`src/hdl/des_pkg.sv`:
```
`timescale 1ns / 1ps
// ----------------------------------------------------------------------------
// des_pkg
// Types and constants shared by the directory entry sorter modules.
// ----------------------------------------------------------------------------
package des_pkg;

  localparam int unsigned HEAD_W     = 64;
  localparam int unsigned TAIL_W     = 40;
  localparam int unsigned NAME_BYTES = 13;
  localparam int unsigned NAME_W     = HEAD_W + TAIL_W;

  // One stored record: name bytes and the directory flag.
  typedef struct packed {
    logic [HEAD_W-1:0] head;
    logic [TAIL_W-1:0] tail;
    logic              dir;
  } rec_t;

  localparam int unsigned REC_W = $bits(rec_t);

  // Port enables of the record store.
  typedef struct packed {
    logic we;
    logic re_a;
    logic re_b;
  } store_ctl_t;

  typedef enum logic [2:0] {
    ST_LOAD,
    ST_SORT_RD,
    ST_SORT_CMP,
    ST_SORT_SWAP,
    ST_EMIT_RD,
    ST_EMIT_OUT
  } state_e;

endpackage

```
`src/hdl/des_cmp.sv`:
```
`timescale 1ns / 1ps
// ----------------------------------------------------------------------------
// des_cmp
// Ordering test for two neighboring records: directories first, then names
// by unsigned byte value up to the first zero byte.
// ----------------------------------------------------------------------------
module des_cmp (
  input  des_pkg::rec_t a_i,
  input  des_pkg::rec_t b_i,
  output logic          swap_o
);

  logic [des_pkg::NAME_W-1:0]     name_a;
  logic [des_pkg::NAME_W-1:0]     name_b;
  logic [des_pkg::NAME_BYTES-1:0] stop;
  logic [des_pkg::NAME_BYTES-1:0] gt;
  logic                           name_gt;

  assign name_a = {a_i.head, a_i.tail};
  assign name_b = {b_i.head, b_i.tail};

  // Each byte position decides when its bytes differ or the name ends there.
  always_comb begin
    for (int i = 0; i < des_pkg::NAME_BYTES; i++) begin
      stop[i] = (name_a[des_pkg::NAME_W-1-8*i -: 8] != name_b[des_pkg::NAME_W-1-8*i -: 8])
                || (name_a[des_pkg::NAME_W-1-8*i -: 8] == 8'd0);
      gt[i]   = name_a[des_pkg::NAME_W-1-8*i -: 8] > name_b[des_pkg::NAME_W-1-8*i -: 8];
    end
  end

  // The first deciding byte wins.
  always_comb begin
    name_gt = 1'b0;
    for (int i = des_pkg::NAME_BYTES - 1; i >= 0; i--) begin
      if (stop[i]) begin
        name_gt = gt[i];
      end
    end
  end

  assign swap_o = (a_i.dir != b_i.dir) ? (b_i.dir & ~a_i.dir) : name_gt;

endmodule

```
`config.mk`:
```
export PLATFORM = sky130hd
export DESIGN_NAME = des_cmp
export DESIGN_NICKNAME = d
export VERILOG_FILES = /design/src/hdl/des_pkg.sv /design/src/hdl/des_cmp.sv
export SDC_FILE = /design/constraint.sdc
export NUM_CORES = 1
export LEC_CHECK = 0
export ABC_AREA = 1
export BUFFER_PORTS_ARGS = -buffer_cell sky130_fd_sc_hd__clkbuf_2
export CAP_MARGIN = 40
export CORE_MARGIN = 2
export CORE_UTILIZATION = 35
export DETAILED_ROUTE_END_ITERATION = 16
export PLACE_DENSITY = 0.7
export SKIP_LAST_GASP = 1
export SLEW_MARGIN = 20
export SYNTH_ARGS = -nofsm -noshare
export SYNTH_HDL_FRONTEND = slang
export SYNTH_SLANG_ARGS = --single-unit
```
`constraint.sdc`:
```
create_clock -name vclk -period 7.4
set_input_delay 1.85 -clock vclk [all_inputs]
set_output_delay 1.85 -clock vclk [all_outputs]
set_load 0.03 [all_outputs]
```
**After elaboration in Yosys (flattened, before gate mapping)**

Index checks and enable logic that the tools add are counted.
W data, S select, Z words.

- Flip-flop bits (word level): 0
- Output and inout bits: 1
- Word-level logic and storage cells: 69

- $lt $le $gt $ge: 13
- Reduce and logical (&&, ||, !) cells: 26
- Multiplexer cells: 14
- Bitwise operators: 2
- Equal/unequal tests: 14

Operators with widths:

| cell | number |
|---|---|
| $gt A8 B8 Y1 | 13 |
| $logic_not A8 Y1 | 13 |
| $ne A8 B8 Y1 | 13 |
| $mux W1 | 14 |
| $logic_or A1 B1 Y1 | 13 |
| $and A1 B1 Y1 | 1 |
| $ne A1 B1 Y1 | 1 |
| $not A1 Y1 | 1 |

**Longest topological paths before layout**

Gate-level depths: netlist (run 1).

- Word-level depth: 16
- Gate-level depth with buffers: 33

**Least setup slack after synthesis (run 1)**

OpenSTA, ideal clock, no wires.

- Kind: input to output
- From: in b_i[16] (netlist name)
- To: out swap_o
- Arrival time: 3.865 ns
- Setup slack: 1.685 ns
- Stages: 30
- Data required time: 5.550 ns
- Cells stage by stage: inv_1 -> ha_1 -> nand2_2 -> nor2_4 -> nand4_2 -> nor2_1 -> nand2_1 -> nand2_1 -> nand2_1 -> nand2_1 -> nand2_1 -> nand2_1 -> nand2_1 -> nand2_1 -> nand2_1 -> nand2_1 -> nand2_1 -> nand2_1 -> nand2_1 -> nand2_1 -> nand2_1 -> nand2_1 -> nand2_1 -> nand2_1 -> nand2_1 -> nand2_1 -> nand2_1 -> nand2_1 -> nand2_1 -> a21oi_2

- Longest elaborated chain between the ends: 15
- Elaborated cells on any way between the ends: 16
- Classes of those cells: order compare (1); eq/ne (1); mux (13); reduce/logical (1)

RTL lines:

| item | line | RTL |
|---|---|---|
| start, declared | des_cmp.sv:9 | `input des_pkg::rec_t b_i,` |
| parallel branches: the longest is 2 deep, another holds $gt A8 B8 Y1 | n/a |  |
| $mux W1 (*) (12 in a row) | des_cmp.sv:35 | `if (stop[i]) begin` |
| $mux W1 (*) | des_cmp.sv:41 | `assign swap_o = (a_i.dir != b_i.dir) ? (b_i.dir & ~a_i.dir) : name_gt;` |
| end, declared | des_cmp.sv:10 | `output logic swap_o` |

Mark *: on every way between the ends.

**Worst setup path after layout (run 1)**

Same ends and word-level chain as after synthesis.

==> reports/metrics.sh, run 1 <==
PATH_BUF_INV=3
SW_FRAC_OF_TOTAL_PCT=50.5
GRT_USE_TOTAL_PCT=18.1
FINALWORSTSETUPSLACK_PS=1360
ROUTED_WIRE_LENGTH_PER_INSTANCE_UM=11.0
ANTENNA_CELLS=0
HOLD_CRIT_CLASS='primary input to output pin'
FIRST_ITER_VIOLATIONS=43
BOUNDARY_PIN_COUNT=211
DR.PASS1.ITERS=4
DIE_WIDTH_UM=96.6
GP_CONGESTION=0.948
SEQ_CELLS=0
INITIAL_CORE_UTIL_PCT=36.4
LAYOUT.CLOCK_BUFFERS=0
LAYOUT_CELLS_SIZED_ABOVE_1_PCT=31.5
VIA_COUNT_OF_THE_FIRST_GLOBAL_ROUTING_PASS=3738
NNETSFINAL=1010
RUN_STATUS='completed'
CTSHOLDBUFFERS=0
GLOBAL_ROUTE_WIRE_LENGTH_BEFORE_REPAIR_UM=15200
MOST-COMMON-LAYOUT-CELLS='sky130_fd_sc_hd__clkbuf_2 (211), sky130_fd_sc_hd__inv_1 (135), sky130_fd_sc_hd__ha_1 (105)'
YS.WARNINGS.COUNT=0
CRITICAL_PATH_ARRIVAL_PS=4190
IO_BUFFER_COUNT=211
CRITICAL-PATH-MAX-STAGE-DELAY_PS=290
SYN_AREA_PER_CELL_UM2=6.23
VDD_DROP_MAX_V=0.0000196
MAX-CAP-VIOLATIONS=0
POWER_DENSITY_nW_PER_UM2=48.4
POST_CTS.REPAIR.SETUP_BUFFERS=0
POST_CTS_RESIZED=0
FINALCRITPERIODSHARE_PCT=81.7
FINAL_HOLD_VIOL_COUNT=0
ROW_COUNT=33
FF_LATCH_AREA_UM2=0
FIN_HOLD_WS_PS=4250
MAX-SLEW-MARGIN-REL_PCT=72.2
CP_DATA_REQUIRED_TIME_PS=5550
CHIPHEIGHT_UM=96.6
GRT_SETUP_UNREPAIRED='no'
POST-ROUTE-DRC-COUNT=0
PLACEMENT.SETUP.WORST_SLACK_PS=1320
SEQ_POWER_SHARE_PCT=0
SYN-INSTANCE-COUNT=482
GRT_START_MAX_NET_PINS=4
NETLIST-CELL-TYPE-COUNT=22
LAYOUT-AREA-OVERHEAD-VS-SYNTH_PCT=39.5
CELL_WITH_THE_LARGEST_STAGE_DELAY_ON_THE_WORST_PATH='sky130_fd_sc_hd__ha_1'
CORE_UM2=8260
CP_COMMON_CELL='sky130_fd_sc_hd__nand2_1'
NETLIST_AREA_UM2=3000
FINAL_PERIOD_MINUS_WORST_SETUP_SLACK_PS=6040
SWITCHINGPOWER_W=0.000103
POSTROUTEANTENNANETS=0
P_LEAK_nW=2.85
NFILLCELLS=859
INITIAL_ANTENNA_VIOLATION_COUNT=0
WORSTSETUPENDPOINTTYPE='output pin'
CRITICAL_PATH_START_END_CLASSIFICATION='primary input to output pin'
COMMONEST_NON_FILL_NON_TAP_CELL_IN_THE_LAYOUT='sky130_fd_sc_hd__clkbuf_2'
SYNTH_SEQ_AREA_SHARE_PCT=0
DIE-AREA_UM2=9340
SETUP_TNS_PS=0
WORSTMARGINPINSLEW_PS=413
CRIT_FAMILY='simple AND/OR/NAND/NOR gates'
INTPOWER_W=0.000101
MULTI_INPUT_AREA_UM2=2490
ROUTE.VIAS.TOTAL=3766
AVGVIACOUNTPERCELL=4.72
FINAL-MAX-SLEW-VIOLATION-COUNT=0
FINAL-SETUP-VIOL-COUNT=0
POWER.SHARE.COMBINATIONAL_PCT=100.0
GRT_OVERFLOW=0
CRITICAL_PATH.MAX_FANOUT=3
SHARE_OF_POWER_BURNED_IN_THE_CLOCK_NETWORK_PCT=0
PLACE.DETAILED.HPWL_UM=8500
POSTROUTEWIRELENGTH_UM=8760
CRITPATHLAUNCHTYPE='primary input'
FMAX_GHz=0.165
SYNTH_FP_NETS=797
==> per-stage QoR <==
| step | total power (W) | utilization (%) | cell area, um2 | std cells |
|---|---|---|---|---|
| after global routing | 0.000238 | 50.8 | 4190 | 798 |
| after floorplan | 0.000113 | - | 3000 | 482 |
| after CTS | 0.000206 | 50.8 | 4190 | 798 |
| final | 0.000203 | 50.8 | 4190 | 798 |
| after global placement | 0.000196 | 50.8 | 4190 | 798 |
| after detailed placement | 0.000204 | 50.8 | 4190 | 798 |
==> Yosys cell counts, drive strengths merged <==
library cell	n	area share [%]
a21boi	1	0.25
a21o	2	0.50
a21oi	54	9.4
a221oi	2	0.58
clkinv	2	0.25
ha	105	44
inv	135	17
nand2	94	12
nand3	5	0.83
nand4	13	2.9
nor2	23	3.1
nor3	1	0.17
nor4	22	4.6
o211ai	7	1.7
o21ai	11	1.8
o21bai	3	0.75
o221ai	2	0.58
==> power by group through the flow <==
stage | combinational, W | clock, W | sequential [W]
finish | 0.000203 | 0 | 0
global route | 0.000238 | 0 | 0
CTS | 0.000206 | 0 | 0
detailed placement | 0.000204 | 0 | 0
global placement | 0.000196 | 0 | 0
floorplan | 0.000113 | 0 | 0
==> cell type report <==
class                           count  share of cell area (%)
Multi-Input combinational cell    345                    59.4
Timing Repair Buffer              211                    25.2
Inverter                          137                    12.3
Tap cell                          105                    3.13
==> final timing paths <==
kind	cells past startpoint	to	from
hold / removal	5	swap_o	b_i[0]
setup / recovery	32	swap_o	b_i[16]
==> metal layers <==
metal / vias up / share of wire (%) / wire [um] / GRT usage (%)
li1: 2025 / - / - / -
met1: 1620 / 43 / 3740 / 22.2
met2: 109 / 52 / 4520 / 35.5
met3: 12 / 4.5 / 391 / 0.723
met4: 0 / 1.4 / 119 / 2.28
met5: - / 0 / 0 / 0
==> logic make-up (layout without fill, tap and decap cells) <==
logic type	after synthesis	after routing	share of synthesized area, %
AOI/OAI and AO/OA	82	82	15.6
adders and majority gates	105	105	43.7
buffers and inverters	137	348	17.1
and+or+nand+nor	158	158	23.5
Note: power is estimated with default switching activity, not from simulation.
==> run 2: changes to the inputs <==
--- a/config.mk
+++ b/config.mk
@@ -11,7 +11,7 @@
 export CORE_MARGIN = 2
 export CORE_UTILIZATION = 35
 export DETAILED_ROUTE_END_ITERATION = 16
-export PLACE_DENSITY = 0.7
+export PLACE_DENSITY = 0.73
 export SKIP_LAST_GASP = 1
 export SLEW_MARGIN = 20
 export SYNTH_ARGS = -nofsm -noshare
==> constraint.sdc (replaced) <==
create_clock -name vclk -period 5.4
set_input_delay 1.35 -clock vclk [all_inputs]
set_output_delay 1.35 -clock vclk [all_outputs]
set_load 0.03 [all_outputs]
==> reports/metrics.sh, run 2 (same netlist as run 1, synthesis figures left out) <==
BOUNDARY_PIN_COUNT=211
HOLD-PATH-ENDPOINT='swap_o'
GRT_START_MAX_NET_PINS=4
POWER_DENSITY_nW_PER_UM2=66.1
MOST-COMMON-LAYOUT-CELLS='sky130_fd_sc_hd__clkbuf_2 (211), sky130_fd_sc_hd__inv_1 (135), sky130_fd_sc_hd__ha_1 (105)'
FINALINSTANCEAREA_UM2=4190
FINAL_HOLD_VIOL_COUNT=0
FF_LATCH_AREA_UM2=0
SEQ_POWER_SHARE_PCT=0
HOLD_CRIT_CLASS='primary input to output pin'
FINAL_PERIOD_MINUS_WORST_SETUP_SLACK_PS=5020
SW_FRAC_OF_TOTAL_PCT=50.4
DIE_WIDTH_UM=96.6
ANTENNA_CELLS=0
AVGVIACOUNTPERCELL=4.71
NNETSFINAL=1010
GLOBAL_ROUTE_WIRE_LENGTH_BEFORE_REPAIR_UM=15200
P_LEAK_nW=2.85
MAX-CAP-VIOLATIONS=0
CELL_WITH_THE_LARGEST_STAGE_DELAY_ON_THE_WORST_PATH='sky130_fd_sc_hd__ha_1'
POSTROUTEANTENNANETS=0
FINALCRITPERIODSHARE_PCT=92.9
GRT_OVERFLOW=0
POST_CTS_RESIZED=0
MAX-SLEW-MARGIN-REL_PCT=75.3
ROUTE.VIAS.TOTAL=3759
IO_BUFFER_COUNT=211
CRITICAL_PATH_START_END_CLASSIFICATION='primary input to output pin'
POST_CTS.REPAIR.SETUP_BUFFERS=0
CRITICAL_PATH.MAX_FANOUT=3
WORSTMARGINPINSLEW_PS=367
SEQ_CELLS=0
CP_DATA_REQUIRED_TIME_PS=4050
CHIPHEIGHT_UM=96.6
VIA_COUNT_OF_THE_FIRST_GLOBAL_ROUTING_PASS=3854
RUN_STATUS='completed'
P_TOTAL_W=0.000277
CTSHOLDBUFFERS=0
VDD_DROP_MAX_V=0.0000265
POWER.SHARE.COMBINATIONAL_PCT=100.0
COMMONEST_NON_FILL_NON_TAP_CELL_IN_THE_LAYOUT='sky130_fd_sc_hd__clkbuf_2'
GP_CONGESTION=0.945
SWITCHINGPOWER_W=0.000140
TIMING.HOLD.WORST.START='b_i[0]'
FMAX_GHz=0.199
NUMPLACEDINSTANCES=798
INTPOWER_W=0.000137
CRITPATHLAUNCHTYPE='primary input'
LAYOUT-AREA-OVERHEAD-VS-SYNTH_PCT=39.5
FIN_HOLD_WS_PS=3250
CRITICAL-PATH-MAX-STAGE-DELAY_PS=280
POSTROUTEWIRELENGTH_UM=8550
PLACE.DETAILED.HPWL_UM=8370
LAYOUT_CELLS_SIZED_ABOVE_1_PCT=31.5
WORSTSETUPENDPOINTTYPE='output pin'
PLACED_CELL_AREA_UM2=4190
CP_COMMON_CELL='sky130_fd_sc_hd__nand2_1'
SETUP_TNS_PS=0
INITIAL_ANTENNA_VIOLATION_COUNT=0
LAYOUTNONFILLERINSTCOUNT=798
WHS_PATH_DEPTH=5
POST-ROUTE-DRC-COUNT=0
SHARE_OF_POWER_BURNED_IN_THE_CLOCK_NETWORK_PCT=0
GRT_SETUP_UNREPAIRED='no'
FIRST_ITER_VIOLATIONS=64
FINAL-MAX-SLEW-VIOLATION-COUNT=0
CRITICAL_PATH_ARRIVAL_PS=3670
FINAL-SETUP-VIOL-COUNT=0
ROW_COUNT=33
ROUTED_WIRE_LENGTH_PER_INSTANCE_UM=10.7
LAYOUT.CLOCK_BUFFERS=0
DR.PASS1.ITERS=4
DIE-AREA_UM2=9340
CORE_UM2=8260
INITIAL_CORE_UTIL_PCT=36.4
GRT_USE_TOTAL_PCT=18.1
==> run 2: power groups by stage <==
stage	registers (W)	logic [W]	clock network, W
finish	0	0.000277	0
global route	0	0.000327	0
CTS	0	0.000280	0
detailed placement	0	0.000279	0
global placement	0	0.000268	0
floorplan	0	0.000155	0
==> run 2: area by class of cell <==
type | count | area [um2]
tap | 105 | 131
multi-input combinational | 345 | 2490
timing repair buffer | 211 | 1060
inverter | 137 | 514
fill | 848 | 4070
==> run 2: critical path, delay by kind of cell <==
kind                     cells  cell delay [ps]
AND/OR/NAND/NOR             27             1550
adder cells (fa/ha/maj)      1              280
buffers and inverters        3              350
AO/OA/AOI/OAI                1              110
==> run 2: how the worst max path moves through the flow <==
stage | from | endpoint | slack [ps]
5_1_grt | b_i[15] | swap_o | 6
3_5_place_dp | b_i[15] | swap_o | 350
4_1_cts | b_i[15] | swap_o | 340
6_report | b_i[15] | swap_o | 380
3_3_place_gp | b_i[16] | swap_o | 400
2_1_floorplan | b_i[16] | swap_o | 690
==> run 2: metrics by stage <==
step                      utilization, %  setup slack, ps
final                               50.8              382
after global placement              50.8              396
after CTS                           50.8              342
after global routing                50.8             5.71
after floorplan                        -              685
after detailed placement            50.8              346
==> run 2: per-layer routing <==
layer	share of wire (%)	track usage [%]	wire length [um]
met3	4.7	1.23	401
met1	41	20.7	3530
met2	52	36.4	4420
met4	2.3	3.68	196
met5	0	0	0
